## config.mk

```make
export PLATFORM = sky130hd
export DESIGN_NAME = static_huffman_escape_encoder
export DESIGN_NICKNAME = d
export VERILOG_FILES = /design/src/rtl/hfe_pkg.sv /design/src/rtl/hfe_ram.sv /design/src/rtl/hfe_front.sv /design/src/rtl/hfe_engine.sv /design/src/rtl/static_huffman_escape_encoder.sv
export SDC_FILE = /design/constraint.sdc
export NUM_CORES = 2
export LEC_CHECK = 0
export ABC_AREA = 0
export BUFFER_PORTS_ARGS = -buffer_cell sky130_fd_sc_hd__buf_2
export CORE_MARGIN = 2
export CORE_UTILIZATION = 60
export DETAILED_ROUTE_END_ITERATION = 12
export PLACE_DENSITY = 0.76
export RECOVER_POWER = 100
export SYNTH_ARGS = -nofsm -noshare
export SYNTH_HDL_FRONTEND = slang
export SYNTH_SLANG_ARGS = --single-unit
```

## constraint.sdc

```tcl
create_clock -name aclk -period 13.8 [get_ports aclk]
set_input_delay 2.07 -clock aclk [delete_from_list [all_inputs] [get_ports aclk]]
set_output_delay 2.07 -clock aclk [all_outputs]
set_load 0.01 [all_outputs]
```

## src/rtl/hfe_pkg.sv

```systemverilog
// ----------------------------------------------------------------------------
// hfe_pkg
// Shared types and constants of the static Huffman escape encoder: command
// codes, status codes, register indexes and the codebook entry layout.
// ----------------------------------------------------------------------------
package hfe_pkg;

    localparam int BOOK_ENTRIES_DEF = 64;
    localparam int MAX_CODE_LEN_DEF = 16;
    localparam int RAW_BITS_DEF     = 16;

    localparam int CODE_W      = 16;
    localparam int SYM_W       = 16;
    localparam int LEN_W       = 5;
    localparam int TOTAL_W     = 24;
    localparam int MAX_BYTES   = 4;
    localparam int QUEUE_DEPTH = 2;

    // func field of an input word
    localparam logic [1:0] FUNC_LOAD   = 2'd0;
    localparam logic [1:0] FUNC_ENCODE = 2'd1;
    localparam logic [1:0] FUNC_FLUSH  = 2'd2;

    // operation handed from front to back
    localparam logic [1:0] OP_LOAD   = 2'd0;
    localparam logic [1:0] OP_ENCODE = 2'd1;
    localparam logic [1:0] OP_FLUSH  = 2'd2;
    localparam logic [1:0] OP_NOP    = 2'd3;

    localparam logic [1:0] STATUS_OK        = 2'd0;
    localparam logic [1:0] STATUS_OVERFLOW  = 2'd1;
    localparam logic [1:0] STATUS_NO_ESCAPE = 2'd2;

    localparam logic [1:0] CFG_CHECK_ONLY     = 2'd0;
    localparam logic [1:0] CFG_BUFFER_BYTES   = 2'd1;
    localparam logic [1:0] CFG_ESCAPE_SYM     = 2'd2;
    localparam logic [1:0] CFG_ENTRIES_IN_USE = 2'd3;

    typedef struct packed {
        logic [1:0]        op;
        logic [5:0]        idx;
        logic [SYM_W-1:0]  sym;
        logic [CODE_W-1:0] code;
        logic [LEN_W-1:0]  len;
    } cmd_t;

    typedef struct packed {
        logic [SYM_W-1:0]  sym;
        logic [CODE_W-1:0] code;
        logic [LEN_W-1:0]  len;
    } book_entry_t;

    typedef struct packed {
        logic              check_only;
        logic [15:0]       buffer_bytes;
        logic [SYM_W-1:0]  escape_sym;
    } cfg_t;

    typedef struct packed {
        logic [7:0]         out_byte;
        logic               byte_valid;
        logic               last;
        logic [TOTAL_W-1:0] total_bits;
        logic [1:0]         status;
        logic               used_escape;
    } res_t;

endpackage

```

## src/rtl/hfe_ram.sv

```systemverilog
// ----------------------------------------------------------------------------
// hfe_ram
// Generic single-write, single-read RAM with registered read data.
// ----------------------------------------------------------------------------
module hfe_ram #(
    parameter int WIDTH = 8,
    parameter int DEPTH = 64
) (
    input  logic                     aclk,
    input  logic                     we,
    input  logic [$clog2(DEPTH)-1:0] waddr,
    input  logic [WIDTH-1:0]         wdata,
    input  logic [$clog2(DEPTH)-1:0] raddr,
    output logic [WIDTH-1:0]         rdata
);

    logic [WIDTH-1:0] mem [DEPTH];

    always_ff @(posedge aclk) begin
        if (we) begin
            mem[waddr] <= wdata;
        end
        rdata <= mem[raddr];
    end

endmodule

```

## src/rtl/hfe_front.sv

```systemverilog
// ----------------------------------------------------------------------------
// hfe_front
// Input side: takes words, decodes func into an operation, merges the
// symbol fields, saturates the code length and queues the command.
// ----------------------------------------------------------------------------
module hfe_front #(
    parameter int BOOK_ENTRIES = hfe_pkg::BOOK_ENTRIES_DEF,
    parameter int MAX_CODE_LEN = hfe_pkg::MAX_CODE_LEN_DEF
) (
    input  logic               aclk,
    input  logic               aresetn,
    input  logic               s_valid,
    output logic               s_ready,
    input  logic [1:0]         s_func,
    input  logic [5:0]         s_entry_index,
    input  logic signed [15:0] s_entry_symbol,
    input  logic [15:0]        s_entry_code,
    input  logic [4:0]         s_entry_len,
    input  logic signed [15:0] s_symbol,
    output logic               cmd_valid,
    input  logic               cmd_ready,
    output hfe_pkg::cmd_t      cmd
);

    localparam int PTR_W = $clog2(hfe_pkg::QUEUE_DEPTH);
    localparam int CNT_W = $clog2(hfe_pkg::QUEUE_DEPTH + 1);

    hfe_pkg::cmd_t    q_reg [hfe_pkg::QUEUE_DEPTH];
    hfe_pkg::cmd_t    cls;
    logic [PTR_W-1:0] wr_ptr_reg, wr_ptr_next;
    logic [PTR_W-1:0] rd_ptr_reg, rd_ptr_next;
    logic [CNT_W-1:0] count_reg, count_next;
    logic             push, pop;

    // classify
    always_comb begin
        cls.idx  = s_entry_index;
        cls.code = s_entry_code;
        cls.sym  = (s_func == hfe_pkg::FUNC_LOAD) ? unsigned'(s_entry_symbol)
                                                  : unsigned'(s_symbol);
        cls.len  = (32'(s_entry_len) > MAX_CODE_LEN) ? hfe_pkg::LEN_W'(MAX_CODE_LEN)
                                                     : s_entry_len;
        case (s_func)
            hfe_pkg::FUNC_LOAD: begin
                cls.op = (32'(s_entry_index) < BOOK_ENTRIES) ? hfe_pkg::OP_LOAD
                                                             : hfe_pkg::OP_NOP;
            end
            hfe_pkg::FUNC_ENCODE: cls.op = hfe_pkg::OP_ENCODE;
            hfe_pkg::FUNC_FLUSH:  cls.op = hfe_pkg::OP_FLUSH;
            default:              cls.op = hfe_pkg::OP_NOP;
        endcase
    end

    assign s_ready   = (count_reg != CNT_W'(hfe_pkg::QUEUE_DEPTH));
    assign cmd_valid = (count_reg != '0);
    assign cmd       = q_reg[rd_ptr_reg];
    assign push      = s_valid && s_ready;
    assign pop       = cmd_valid && cmd_ready;

    always_comb begin
        wr_ptr_next = wr_ptr_reg;
        rd_ptr_next = rd_ptr_reg;
        count_next  = count_reg;
        if (push) begin
            wr_ptr_next = (wr_ptr_reg == PTR_W'(hfe_pkg::QUEUE_DEPTH - 1)) ? '0
                                                                          : wr_ptr_reg + 1'b1;
        end
        if (pop) begin
            rd_ptr_next = (rd_ptr_reg == PTR_W'(hfe_pkg::QUEUE_DEPTH - 1)) ? '0
                                                                          : rd_ptr_reg + 1'b1;
        end
        if (push && !pop) begin
            count_next = count_reg + 1'b1;
        end else if (pop && !push) begin
            count_next = count_reg - 1'b1;
        end
    end

    always_ff @(posedge aclk) begin
        if (!aresetn) begin
            wr_ptr_reg <= '0;
            rd_ptr_reg <= '0;
            count_reg  <= '0;
        end else begin
            wr_ptr_reg <= wr_ptr_next;
            rd_ptr_reg <= rd_ptr_next;
            count_reg  <= count_next;
        end
    end

    always_ff @(posedge aclk) begin
        if (push) begin
            q_reg[wr_ptr_reg] <= cls;
        end
    end

endmodule

```

## src/rtl/hfe_engine.sv

```systemverilog
// ----------------------------------------------------------------------------
// hfe_engine
// Back side: writes the codebook RAM, searches it one slot a cycle, packs
// code and raw bits into bytes, keeps the bit counters and sends results.
// ----------------------------------------------------------------------------
module hfe_engine #(
    parameter int BOOK_ENTRIES = hfe_pkg::BOOK_ENTRIES_DEF,
    parameter int RAW_BITS     = hfe_pkg::RAW_BITS_DEF
) (
    input  logic                              aclk,
    input  logic                              aresetn,
    input  logic                              cmd_valid,
    output logic                              cmd_ready,
    input  hfe_pkg::cmd_t                     cmd,
    input  hfe_pkg::cfg_t                     cfg,
    input  logic [$clog2(BOOK_ENTRIES+1)-1:0] entries,
    output logic                              m_valid,
    input  logic                              m_ready,
    output hfe_pkg::res_t                     res
);

    localparam int AW     = $clog2(BOOK_ENTRIES);
    localparam int CNT_W  = $clog2(BOOK_ENTRIES + 1);
    localparam int BW     = $clog2(hfe_pkg::MAX_BYTES);
    localparam int NB_W   = $clog2(hfe_pkg::MAX_BYTES + 1);
    localparam int ENT_W  = $bits(hfe_pkg::book_entry_t);
    localparam int RAW_SH = hfe_pkg::CODE_W - RAW_BITS;
    localparam logic [hfe_pkg::LEN_W-1:0] RAW_LEN = hfe_pkg::LEN_W'(RAW_BITS);

    localparam logic [2:0] S_IDLE   = 3'd0;
    localparam logic [2:0] S_SEARCH = 3'd1;
    localparam logic [2:0] S_PUT    = 3'd2;
    localparam logic [2:0] S_COUNT  = 3'd3;
    localparam logic [2:0] S_REPORT = 3'd4;

    function automatic logic [hfe_pkg::TOTAL_W-1:0] sat_add(
        input logic [hfe_pkg::TOTAL_W-1:0] t,
        input logic [5:0]                  n
    );
        logic [hfe_pkg::TOTAL_W:0] s;
        s = {1'b0, t} + (hfe_pkg::TOTAL_W+1)'(n);
        return s[hfe_pkg::TOTAL_W] ? '1 : s[hfe_pkg::TOTAL_W-1:0];
    endfunction

    function automatic logic [hfe_pkg::CODE_W-1:0] align_code(
        input logic [hfe_pkg::CODE_W-1:0] code,
        input logic [hfe_pkg::LEN_W-1:0]  len
    );
        return hfe_pkg::CODE_W'(code << (hfe_pkg::LEN_W'(hfe_pkg::CODE_W) - len));
    endfunction

    logic [2:0]                  state_reg, state_next;
    logic [hfe_pkg::SYM_W-1:0]   cur_sym_reg, cur_sym_next;
    logic [AW-1:0]               chk_idx_reg, chk_idx_next;
    logic                        esc_found_reg, esc_found_next;
    logic [hfe_pkg::CODE_W-1:0]  esc_code_reg, esc_code_next;
    logic [hfe_pkg::LEN_W-1:0]   esc_len_reg, esc_len_next;
    logic [hfe_pkg::CODE_W-1:0]  seg_aligned_reg, seg_aligned_next;
    logic [hfe_pkg::LEN_W-1:0]   seg_rem_reg, seg_rem_next;
    logic [hfe_pkg::LEN_W-1:0]   seg_len_reg, seg_len_next;
    logic                        raw_pending_reg, raw_pending_next;
    logic [5:0]                  count_len_reg, count_len_next;
    logic                        escaped_reg, escaped_next;
    logic                        noesc_reg, noesc_next;
    logic                        flush_reg, flush_next;
    logic [7:0]                  partial_reg, partial_next;
    logic [2:0]                  bitpos_reg, bitpos_next;
    logic [15:0]                 byte_count_reg, byte_count_next;
    logic [hfe_pkg::TOTAL_W-1:0] bit_total_reg, bit_total_next;
    logic                        ovf_reg, ovf_next;
    logic [7:0]                  byte_buf_reg [hfe_pkg::MAX_BYTES];
    logic [7:0]                  byte_buf_next [hfe_pkg::MAX_BYTES];
    logic [NB_W-1:0]             nbytes_reg, nbytes_next;
    logic [BW-1:0]               out_idx_reg, out_idx_next;

    logic                        ram_we;
    logic [AW-1:0]               ram_raddr;
    logic [ENT_W-1:0]            ram_rdata;
    hfe_pkg::book_entry_t        rd_entry;
    hfe_pkg::book_entry_t        wr_entry;

    logic [3:0]                  room, take, pos_sum;
    logic [7:0]                  mask, merged;
    logic                        match_hit, match_esc, last_chk, esc_now;
    logic [hfe_pkg::CODE_W-1:0]  esc_code_sel;
    logic [hfe_pkg::LEN_W-1:0]   esc_len_sel;
    logic [hfe_pkg::TOTAL_W-1:0] check_total, limit_bits;
    logic                        res_last;

    assign wr_entry.sym  = cmd.sym;
    assign wr_entry.code = cmd.code;
    assign wr_entry.len  = cmd.len;
    assign ram_we    = (state_reg == S_IDLE) && cmd_valid && (cmd.op == hfe_pkg::OP_LOAD);
    assign ram_raddr = (state_reg == S_SEARCH) ? chk_idx_reg + 1'b1 : '0;
    assign rd_entry  = hfe_pkg::book_entry_t'(ram_rdata);

    hfe_ram #(
        .WIDTH (ENT_W),
        .DEPTH (BOOK_ENTRIES)
    ) u_book (
        .aclk  (aclk),
        .we    (ram_we),
        .waddr (AW'(cmd.idx)),
        .wdata (wr_entry),
        .raddr (ram_raddr),
        .rdata (ram_rdata)
    );

    // codebook search
    assign match_hit    = (rd_entry.sym == cur_sym_reg);
    assign match_esc    = (rd_entry.sym == cfg.escape_sym);
    assign last_chk     = ((CNT_W'(chk_idx_reg) + CNT_W'(1)) == entries);
    assign esc_now      = esc_found_reg || match_esc;
    assign esc_code_sel = esc_found_reg ? esc_code_reg : rd_entry.code;
    assign esc_len_sel  = esc_found_reg ? esc_len_reg : rd_entry.len;

    // bit packing, one chunk up to the byte boundary a cycle
    assign room    = 4'd8 - {1'b0, bitpos_reg};
    assign take    = (seg_rem_reg < hfe_pkg::LEN_W'(room)) ? seg_rem_reg[3:0] : room;
    assign mask    = 8'(8'hFF << (4'd8 - take));
    assign merged  = partial_reg | ((seg_aligned_reg[15:8] & mask) >> bitpos_reg);
    assign pos_sum = {1'b0, bitpos_reg} + take;

    assign check_total = sat_add(bit_total_reg, count_len_reg);
    assign limit_bits  = hfe_pkg::TOTAL_W'({cfg.buffer_bytes, 3'b000});

    always_comb begin
        state_next       = state_reg;
        cur_sym_next     = cur_sym_reg;
        chk_idx_next     = chk_idx_reg;
        esc_found_next   = esc_found_reg;
        esc_code_next    = esc_code_reg;
        esc_len_next     = esc_len_reg;
        seg_aligned_next = seg_aligned_reg;
        seg_rem_next     = seg_rem_reg;
        seg_len_next     = seg_len_reg;
        raw_pending_next = raw_pending_reg;
        count_len_next   = count_len_reg;
        escaped_next     = escaped_reg;
        noesc_next       = noesc_reg;
        flush_next       = flush_reg;
        partial_next     = partial_reg;
        bitpos_next      = bitpos_reg;
        byte_count_next  = byte_count_reg;
        bit_total_next   = bit_total_reg;
        ovf_next         = ovf_reg;
        byte_buf_next    = byte_buf_reg;
        nbytes_next      = nbytes_reg;
        out_idx_next     = out_idx_reg;

        case (state_reg)
            S_IDLE: begin
                if (cmd_valid) begin
                    nbytes_next    = '0;
                    out_idx_next   = '0;
                    escaped_next   = 1'b0;
                    noesc_next     = 1'b0;
                    flush_next     = 1'b0;
                    esc_found_next = 1'b0;
                    cur_sym_next   = cmd.sym;
                    chk_idx_next   = '0;
                    state_next     = S_REPORT;
                    case (cmd.op)
                        hfe_pkg::OP_ENCODE: begin
                            if (entries == '0) begin
                                noesc_next = 1'b1;
                            end else begin
                                state_next = S_SEARCH;
                            end
                        end
                        hfe_pkg::OP_FLUSH: begin
                            flush_next = 1'b1;
                            if (bitpos_reg != '0) begin
                                byte_buf_next[0] = partial_reg;
                                nbytes_next      = NB_W'(1);
                            end
                        end
                        default: begin
                        end
                    endcase
                end
            end
            S_SEARCH: begin
                if (!esc_found_reg && match_esc) begin
                    esc_found_next = 1'b1;
                    esc_code_next  = rd_entry.code;
                    esc_len_next   = rd_entry.len;
                end
                if (match_hit) begin
                    count_len_next   = 6'(rd_entry.len);
                    seg_aligned_next = align_code(rd_entry.code, rd_entry.len);
                    seg_rem_next     = rd_entry.len;
                    seg_len_next     = rd_entry.len;
                    raw_pending_next = 1'b0;
                    state_next       = cfg.check_only ? S_COUNT : S_PUT;
                end else if (last_chk) begin
                    if (esc_now) begin
                        escaped_next     = 1'b1;
                        count_len_next   = 6'(esc_len_sel) + 6'(RAW_LEN);
                        seg_aligned_next = align_code(esc_code_sel, esc_len_sel);
                        seg_rem_next     = esc_len_sel;
                        seg_len_next     = esc_len_sel;
                        raw_pending_next = 1'b1;
                        state_next       = cfg.check_only ? S_COUNT : S_PUT;
                    end else begin
                        noesc_next = 1'b1;
                        state_next = S_REPORT;
                    end
                end else begin
                    chk_idx_next = chk_idx_reg + 1'b1;
                end
            end
            S_PUT: begin
                if (seg_rem_reg == '0) begin
                    bit_total_next = sat_add(bit_total_reg, 6'(seg_len_reg));
                    if (raw_pending_reg) begin
                        seg_aligned_next = hfe_pkg::CODE_W'(cur_sym_reg << RAW_SH);
                        seg_rem_next     = RAW_LEN;
                        seg_len_next     = RAW_LEN;
                        raw_pending_next = 1'b0;
                    end else begin
                        state_next = S_REPORT;
                    end
                end else if (ovf_reg) begin
                    state_next = S_REPORT;
                end else if (byte_count_reg >= cfg.buffer_bytes) begin
                    ovf_next   = 1'b1;
                    state_next = S_REPORT;
                end else begin
                    seg_aligned_next = hfe_pkg::CODE_W'(seg_aligned_reg << take);
                    seg_rem_next     = seg_rem_reg - hfe_pkg::LEN_W'(take);
                    if (pos_sum == 4'd8) begin
                        byte_buf_next[nbytes_reg[BW-1:0]] = merged;
                        nbytes_next     = nbytes_reg + 1'b1;
                        partial_next    = '0;
                        bitpos_next     = '0;
                        byte_count_next = byte_count_reg + 1'b1;
                    end else begin
                        partial_next = merged;
                        bitpos_next  = pos_sum[2:0];
                    end
                end
            end
            S_COUNT: begin
                bit_total_next = check_total;
                if (check_total > limit_bits) begin
                    ovf_next = 1'b1;
                end
                state_next = S_REPORT;
            end
            S_REPORT: begin
                if (m_ready) begin
                    if (res_last) begin
                        state_next = S_IDLE;
                        if (flush_reg) begin
                            partial_next    = '0;
                            bitpos_next     = '0;
                            byte_count_next = '0;
                            bit_total_next  = '0;
                            ovf_next        = 1'b0;
                        end
                    end else begin
                        out_idx_next = out_idx_reg + 1'b1;
                    end
                end
            end
            default: begin
                state_next = S_IDLE;
            end
        endcase
    end

    assign cmd_ready = (state_reg == S_IDLE);
    assign m_valid   = (state_reg == S_REPORT);
    assign res_last  = (nbytes_reg == '0) || (NB_W'(out_idx_reg) == nbytes_reg - 1'b1);

    always_comb begin
        res.byte_valid  = (nbytes_reg != '0);
        res.out_byte    = res.byte_valid ? byte_buf_reg[out_idx_reg] : 8'd0;
        res.last        = res_last;
        res.total_bits  = bit_total_reg;
        res.used_escape = escaped_reg;
        if (noesc_reg) begin
            res.status = hfe_pkg::STATUS_NO_ESCAPE;
        end else if (ovf_reg) begin
            res.status = hfe_pkg::STATUS_OVERFLOW;
        end else begin
            res.status = hfe_pkg::STATUS_OK;
        end
    end

    always_ff @(posedge aclk) begin
        if (!aresetn) begin
            state_reg       <= S_IDLE;
            escaped_reg     <= 1'b0;
            noesc_reg       <= 1'b0;
            flush_reg       <= 1'b0;
            esc_found_reg   <= 1'b0;
            raw_pending_reg <= 1'b0;
            partial_reg     <= '0;
            bitpos_reg      <= '0;
            byte_count_reg  <= '0;
            bit_total_reg   <= '0;
            ovf_reg         <= 1'b0;
            nbytes_reg      <= '0;
            out_idx_reg     <= '0;
        end else begin
            state_reg       <= state_next;
            escaped_reg     <= escaped_next;
            noesc_reg       <= noesc_next;
            flush_reg       <= flush_next;
            esc_found_reg   <= esc_found_next;
            raw_pending_reg <= raw_pending_next;
            partial_reg     <= partial_next;
            bitpos_reg      <= bitpos_next;
            byte_count_reg  <= byte_count_next;
            bit_total_reg   <= bit_total_next;
            ovf_reg         <= ovf_next;
            nbytes_reg      <= nbytes_next;
            out_idx_reg     <= out_idx_next;
        end
    end

    always_ff @(posedge aclk) begin
        cur_sym_reg     <= cur_sym_next;
        chk_idx_reg     <= chk_idx_next;
        esc_code_reg    <= esc_code_next;
        esc_len_reg     <= esc_len_next;
        seg_aligned_reg <= seg_aligned_next;
        seg_rem_reg     <= seg_rem_next;
        seg_len_reg     <= seg_len_next;
        count_len_reg   <= count_len_next;
        byte_buf_reg    <= byte_buf_next;
    end

endmodule

```

## src/rtl/static_huffman_escape_encoder.sv

```systemverilog
// ----------------------------------------------------------------------------
// static_huffman_escape_encoder
// Static Huffman encoder with escape code and MSB-first byte packing.
//
//   channel   dir   handshake              word
//   s_        in    s_valid / s_ready      load entry, encode symbol or flush
//   m_        out   m_valid / m_ready      one packed byte or a status word
//   cfg_      in    cfg_wr_en              register write, no wait
//
// load, flush and unused words: the back end goes straight to the results.
// encode: codebook slots are read up to the first match (every slot in use
// when escaped), then bits are packed in chunks up to each byte boundary and
// code segment, or counted in the S_COUNT state in check mode. results then go
// out one per handshake; the codebook RAM is undefined until loaded.
// a two-word queue lets the input side take up to two words while results stall.
// ----------------------------------------------------------------------------
module static_huffman_escape_encoder #(
    parameter int BOOK_ENTRIES = hfe_pkg::BOOK_ENTRIES_DEF,
    parameter int MAX_CODE_LEN = hfe_pkg::MAX_CODE_LEN_DEF,
    parameter int RAW_BITS     = hfe_pkg::RAW_BITS_DEF
) (
    input  logic               aclk,
    input  logic               aresetn,
    input  logic               cfg_wr_en,
    input  logic [1:0]         cfg_index,
    input  logic [15:0]        cfg_wdata,
    input  logic               s_valid,
    output logic               s_ready,
    input  logic [1:0]         s_func,
    input  logic [5:0]         s_entry_index,
    input  logic signed [15:0] s_entry_symbol,
    input  logic [15:0]        s_entry_code,
    input  logic [4:0]         s_entry_len,
    input  logic signed [15:0] s_symbol,
    output logic               m_valid,
    input  logic               m_ready,
    output logic [7:0]         m_out_byte,
    output logic               m_byte_valid,
    output logic               m_last,
    output logic [23:0]        m_total_bits,
    output logic [1:0]         m_status,
    output logic               m_used_escape
);

    localparam int CNT_W = $clog2(BOOK_ENTRIES + 1);

    logic          check_only_reg;
    logic [15:0]   buffer_bytes_reg;
    logic [15:0]   escape_sym_reg;
    logic [6:0]    entries_reg;
    logic [CNT_W-1:0] entries_used;
    hfe_pkg::cfg_t cfg;
    hfe_pkg::cmd_t cmd;
    hfe_pkg::res_t res;
    logic          cmd_valid, cmd_ready;

    always_ff @(posedge aclk) begin
        if (!aresetn) begin
            check_only_reg   <= 1'b0;
            buffer_bytes_reg <= 16'hFFFF;
            escape_sym_reg   <= 16'h8000;
            entries_reg      <= '0;
        end else if (cfg_wr_en) begin
            case (cfg_index)
                hfe_pkg::CFG_CHECK_ONLY:     check_only_reg   <= cfg_wdata[0];
                hfe_pkg::CFG_BUFFER_BYTES:   buffer_bytes_reg <= cfg_wdata;
                hfe_pkg::CFG_ESCAPE_SYM:     escape_sym_reg   <= cfg_wdata;
                hfe_pkg::CFG_ENTRIES_IN_USE: entries_reg      <= cfg_wdata[6:0];
                default: begin
                end
            endcase
        end
    end

    // slots searched, clamped to the codebook depth
    assign entries_used = (32'(entries_reg) > BOOK_ENTRIES) ? CNT_W'(BOOK_ENTRIES)
                                                            : CNT_W'(entries_reg);

    assign cfg.check_only   = check_only_reg;
    assign cfg.buffer_bytes = buffer_bytes_reg;
    assign cfg.escape_sym   = escape_sym_reg;

    hfe_front #(
        .BOOK_ENTRIES (BOOK_ENTRIES),
        .MAX_CODE_LEN (MAX_CODE_LEN)
    ) u_front (
        .aclk           (aclk),
        .aresetn        (aresetn),
        .s_valid        (s_valid),
        .s_ready        (s_ready),
        .s_func         (s_func),
        .s_entry_index  (s_entry_index),
        .s_entry_symbol (s_entry_symbol),
        .s_entry_code   (s_entry_code),
        .s_entry_len    (s_entry_len),
        .s_symbol       (s_symbol),
        .cmd_valid      (cmd_valid),
        .cmd_ready      (cmd_ready),
        .cmd            (cmd)
    );

    hfe_engine #(
        .BOOK_ENTRIES (BOOK_ENTRIES),
        .RAW_BITS     (RAW_BITS)
    ) u_engine (
        .aclk      (aclk),
        .aresetn   (aresetn),
        .cmd_valid (cmd_valid),
        .cmd_ready (cmd_ready),
        .cmd       (cmd),
        .cfg       (cfg),
        .entries   (entries_used),
        .m_valid   (m_valid),
        .m_ready   (m_ready),
        .res       (res)
    );

    assign m_out_byte    = res.out_byte;
    assign m_byte_valid  = res.byte_valid;
    assign m_last        = res.last;
    assign m_total_bits  = res.total_bits;
    assign m_status      = res.status;
    assign m_used_escape = res.used_escape;

`ifndef NO_ASSERTIONS
    a_noesc_quiet: assert property (@(posedge aclk) disable iff (!aresetn)
        (m_valid && m_status == hfe_pkg::STATUS_NO_ESCAPE) |-> (!m_byte_valid && !m_used_escape))
        else $error("no-escape result carries a byte or escape flag");

    a_empty_is_last: assert property (@(posedge aclk) disable iff (!aresetn)
        (m_valid && !m_byte_valid) |-> m_last)
        else $error("result without a byte is not the last of its word");

    a_take_when_drained: assert property (@(posedge aclk) disable iff (!aresetn)
        (cmd_valid && cmd_ready) |-> !m_valid)
        else $error("command taken while results are pending");

    a_last_ends_report: assert property (@(posedge aclk) disable iff (!aresetn)
        (m_valid && m_ready && m_last) |=> !m_valid)
        else $error("results continue after the last word");
`endif

endmodule

```

# Word-level counts from Yosys, hierarchy flattened
# Memory sizes are Yosys's and may differ from the RTL's. A register that Yosys moved wholly into a read port is not among the register bits.
# Index checks and enable logic that the tools add are counted.
# W data, S select, Z words.
# word_totals
wordCells,315
in_bits,84
out_inout_bits,39
memories,2
ramBits,2458
regBits,216
# mem_list
memory,depth,width,rd,rd_clocked_by_memory_dff,write_ports,line_no,source
u_engine.u_book.mem,64,37,1,1,1,hfe_ram.sv:17,logic [WIDTH-1:0] mem [DEPTH];
u_front.q_reg,2,45,1,1,1,hfe_front.sv:28,hfe_pkg::cmd_t q_reg [hfe_pkg::QUEUE_DEPTH];
# op_classes
mux,143
order_cmp,8
n_shift,5
reduce_logical,54
eq_ne,44
n_bitwise,7
add_sub_neg,19
# ops
operator,count
$mux W16,16
$mux W24,6
$mux W32,4
$mux W8,14
$mux W3,25
$pmux W24 S3,1
$pmux W16 S2,2
$mux W5,11
$mux W6,6
$bwmux W32,1
$eq A16 B16 Y1,2
$mux W1,32
$pmux W8 S2,2
$shl A16 B5 Y16,2
$add A24 B5 Y25,1
$add A24 B6 Y25,1
$reduce_and A5 Y1,5
$gt A24 B19 Y1,1
$ne A2 B1 Y1 const B,12
$reduce_and A6 Y1,4
$pmux W5 S2,2
$ne A2 B2 Y1 const B,9
$reduce_bool A2 Y1,9
$add A16 B1 Y16 const B,1
63 further kinds,111

# Depth between registers and ports, before layout
# logic_depth
depth_word,14
depth_mapped,24
depth_no_buf,18

# Hierarchy
# Synthesis repeated with hierarchy kept, for this count alone.
# hier_totals
cells_unflattened,5964
area_unflattened_um2,110283.3
# by_module_without_submodules
mod,cells_per_inst,instances,area_per_inst_um2,seq_area_each_um2
hfe_ram,4066,1,91092.4,71848.9
hfe_engine,1531,1,13783.2,4514.3
hfe_front,189,1,3712.3,2802.7
static_huffman_escape_encoder,178,1,1695.4,800.8

# Least setup slack after synthesis
# Ideal clock, no wire load.
# synth_path
path_kind,register to register
from,register u_engine.bitpos_reg[0]
to,"register u_engine.byte_buf_reg[0] (netlist name), enable pin"
t_required_ns,13.430
stages_incl_launch_ff,23
synth_period_minus_slack_ns,5.082
t_arrival_ns,4.711
setup_slack_ns,8.718
path_buffers,6
setup_time_ns,0.370
cell_sequence,dfxtp_1 -> clkbuf_1 -> inv_1 -> clkbuf_1 -> ha_1 -> ha_1 -> inv_1 -> ha_1 -> nor4_1 -> o21ai_1 -> buf_2 -> nand3_1 -> and2_1 -> clkbuf_1 -> inv_2 -> buf_1 -> ha_1 -> xor2_1 -> nand3b_1 -> nor4_2 -> o21ai_2 -> clkbuf_1 -> nor2_1
# synth_between
elab_chain_cells,6
# synth_lines
element,line_no,source
start: declaration,hfe_engine.sv:67,"logic [2:0] bitpos_reg, bitpos_next;"
start signal: assignment,hfe_engine.sv:315,bitpos_reg <= bitpos_next;
$sub A4 B3 Y4,hfe_engine.sv:118,"assign room = 4'd8 - {1'b0, bitpos_reg};"
$lt A5 B4 Y1,hfe_engine.sv:119,assign take = (seg_rem_reg < hfe_pkg::LEN_W'(room)) ? seg_rem_reg[3:0] : room;
$mux W4,hfe_engine.sv:119,
$add A3 B4 Y4 (*),hfe_engine.sv:122,"assign pos_sum = {1'b0, bitpos_reg} + take;"
$eq A4 B4 Y1 (*),hfe_engine.sv:232,if (pos_sum == 4'd8) begin
$reduce_and A5 Y1 (no line) (*),--,
end signal: assignment,hfe_engine.sv:333,byte_buf_reg <= byte_buf_next;
end: declaration,hfe_engine.sv:71,logic [7:0] byte_buf_reg [hfe_pkg::MAX_BYTES];
# Mark *: on every way between the ends. The rest lies on a longest branch, timed or not.
# A chain may end at the register's enable or synchronous reset.

# Worst setup path in the final report
# layout_path
from,register u_engine.chk_idx_reg[1]
to,register u_engine.u_book.rdata[10] (read register of u_engine.u_book.mem)
# layout_between
elab_chain_cells,2
# layout_lines
element,line_no,source
start: declaration,hfe_engine.sv:54,"logic [AW-1:0] chk_idx_reg, chk_idx_next;"
start signal: assignment,hfe_engine.sv:326,chk_idx_reg <= chk_idx_next;
$add A6 B1 Y6,hfe_engine.sv:94,assign ram_raddr = (state_reg == S_SEARCH) ? chk_idx_reg + 1'b1 : '0;
$mux W6,hfe_engine.sv:94,
end: declaration,hfe_ram.sv:14,output logic [WIDTH-1:0] rdata
# Every way passes these cells.

==> flow_metrics.py <==
metrics = {
    "logic_synthesis": {
        "synth_edf_count": 2565,
        "yosysWarnings": 0,
        "seq_area_frac_synth": 0.711,
        "yosys.area.top_type_share": 0.685,
        "synth_fp_nets": 8147,
        "syn_area_sq_um": 112000,
        "async_reset_ff_frac": 0,
        "synth_flop_cell": "edfxtp_1",
        "ys_types": 90,
        "synth_top_cell_by_area": "edfxtp_1",
        "synth_area_leaders": "edfxtp_1, nand2_1, mux2i_1, mux2_2, dfxtp_1",
        "synth_cells": 7991,
        "ys_seq_elements": 2712,
        "synth_area_per_cell_sq_um": 14.1,
    },
    "layout": {
        "drive_gt1_frac": 0.109,
        "nNetsFinal": 8190,
        "largest_reg_flops": 2368,
        "fin_cells": 10700,
        "area_growth_pct": 10.3,
        "final_cell_area_sq_um": 124000,
    },
    "sta": {
        "fin_tns_setup_ns": 0,
        "clock_skew_ns": 0.111,
        "fin_crit_sh": 0.705,
        "drv_slew": 5494,
        "holdWs_ns": 0.467,
        "relSlewSlack": -2.36,
        "setup_viol": 0,
        "max_freq_mhz": 103,
        "finalCriticalPeriod_ns": 9.74,
        "rsz0062_at_grt": "no",
        "worst_pin_slew_ns": 5.01,
        "hold_viol_final": 0,
    },
    "clock_network": {
        "htree_levels": 5,
        "holdBufCountCts": 0,
        "clk_latency_ns": 0.95,
        "tritoncts": "built",
        "clockBufferDepth": 4,
        "post_cts_buffers": 0,
        "clk_root_buffer_cell": "clkbuf_16",
        "postCtsResizedCells": 0,
        "cts_made_buffers": 283,
        "clkTransAtPathRegs_ns": 0.06,
        "clkSinkCount": 2712,
    },
    "detailed_routing": {
        "drtIter0Drc": 10900,
        "routed_wl_mm": 323,
        "dr_total_vias": 73400,
        "antenna_left": 0,
        "viasPerCell": 6.85,
        "drc": 0,
        "drtPass1Iterations": 6,
        "wl_per_cell_microns": 30.2,
    },
    "global_route": {
        "grt_usage": 0.331,
        "grt_pass1_wl_mm": 468,
        "antenna_found_initial": 7,
        "grt_overflow_total": 0,
        "grt_pass1_vias": 71100,
        "grt_max_degree": 152,
    },
    "setup_path": {
        "crit_path_end_kind": "flop",
        "worst-path-stages": 11,
        "regToRegSetupSlack_ns": 4.06,
        "crit_fanout": 109,
        "crit_chain": "ha_1, xor2_1, nand2_4, clkinvlp_2, buf_4, buf_12, nand2_1, a31oi_1, a22o_1, a211oi_1, a311oi_1",
        "critPathMaxStageDelay_ns": 4.01,
        "worst-setup-path-type": "flop to flop",
        "start_kind": "flop",
        "r2r_cells": 11,
        "cp_num_buf_inv": 3,
        "crit_path_top_delay_cell": "clkinvlp_2",
        "critPathTopFamily": "buffers and inverters",
        "worstPathArrival_ns": 10.50,
        "worst_ep_required_time_ns": 14.56,
    },
    "floorplanning": {
        "num_io_pins": 123,
        "dieArea_sq_um": 191000,
        "core-area_sq_um": 186000,
        "die_x_microns": 437,
        "die_h_microns": 437,
        "start_util": 0.605,
        "num_rows": 158,
    },
    "hold_path": {
        "min_path_cells": 2,
        "min_path_type": "flop to flop",
    },
    "power": {
        "leakage_nw": 40.6,
        "power.density_nw_per_um2": 168,
        "vdd_ir_drop_max_v": 0.000174,
    },
    "placement": {
        "io_buffer_count": 122,
        "place_congestion": 0.914,
        "dpl.hpwl_mm": 177,
        "place_area_sq_um": 116000,
        "dp_cells": 10200,
    },
    "outcome": {
        "violations": "capacitance limit, slew limit",
        "status": "complete, but fails checks",
    },
    "job": {
        "drv_cap": 120,
    },
}
-- cells in the final DEF (no fill, tap or decap), types with 82 or more instances in the layout --
master,count
dfxtp_1,147
a211oi_1,104
mux2i_1,313
nor4_1,89
mux2_2,255
a21oi_1,482
edfxtp_1,2565
a211o_1,90
a31oi_1,139
clkbuf_1,223
nand3_1,360
clkbuf_16,293
nand2_1,1382
o21ai_0,82
nor2_1,121
o221ai_1,223
-- layer usage --
metal | part of all wire | routed length [microns] | GRT usage | up-vias
met5 | 0.00012 | 40 | 0 | -
met4 | 0.066 | 21400 | 0.198 | 2
met3 | 0.12 | 37500 | 0.0668 | 975
met2 | 0.46 | 150000 | 0.517 | 5151
met1 | 0.35 | 114000 | 0.433 | 36200
li1 | - | - | - | 31000
-- path summary, 6_finish.rpt --
| path | start | end |
|---|---|---|
| setup reg to reg | u_engine.chk_idx_reg[1] | u_engine.u_book.rdata[10] |
| hold reg to reg | escape_sym_reg[6] | escape_sym_reg[6] |
| hold / removal | escape_sym_reg[6] | escape_sym_reg[6] |
| setup / recovery | u_engine.chk_idx_reg[1] | u_engine.u_book.rdata[10] |
-- tightest hold or removal path: stages (launching register included) --
cell and delay [ns]:
dfxtp_1 0.31, nand2_1 0.05, a21oi_1 0.05
-- kinds of logic after synthesis --
group                    synth area share
XOR/XNOR                          0.00615
buffers and inverters              0.0236
adder cells (fa/ha/maj)           0.00828
multiplexers                       0.0629
AO/OA/AOI/OAI                       0.101
AND/OR/NAND/NOR                    0.0871
flip-flops                          0.711
-- cell type report --
class | instances | area, sq um
repair buffers | 313 | 1680
clock inverters | 117 | 902
inverters | 83 | 324
flip-flops and latches | 2712 | 80000
well taps | 2480 | 3100
clock buffers | 363 | 7710
diodes | 4 | 10.0
fillers | 12600 | 61800
multi-input cells | 4641 | 30300
-- stage by stage --
| step | setup slack (ns) | total power, mW | util |
|---|---|---|---|
| finish | 4.06 | 20.8 | 0.667 |
| global route | 3.96 | 21.3 | 0.667 |
| detailed placement | 7.93 | 13.6 | 0.624 |
| global placement | 8.06 | 13.5 | 0.624 |
| floorplan | 8.72 | 12.2 | - |
| CTS | 7.91 | 20.7 | 0.671 |
-- cell usage after synthesis, drive strengths merged, types with 7 or more instances --
library cell     n
a2111oi         14
a211o           90
a211oi         105
a21boi          11
a21o            19
a21oi          483
a221o            7
a221oi          77
a22o            46
a22oi           12
a311oi          80
a31oi          140
a32o            39
a32oi           47
and2            28
and3            20
buf            214
clkbuf         341
dfxtp          147
edfxtp        2565
ha              68
inv             81
mux2           277
mux2i          314
mux4            36
nand2         1386
nand2b          28
nand3          361
nand4           30
nor2           177
nor2b           21
nor3            72
nor4            89
o211ai          34
o21a            16
o21ai           84
o221ai         223
o22ai           17
or2              9
or3             17
xnor2           26
xor2            53
-- report_power, final --
part	switching (mW)	total [mW]	internal, mW	leakage [nW]
clock	3.03	7.21	4.19	4.23
combinational	2.45	3.43	0.974	12.1
sequential	0.201	10.2	9.97	24.3
No activity file was read; power rests on OpenSTA's default activity.
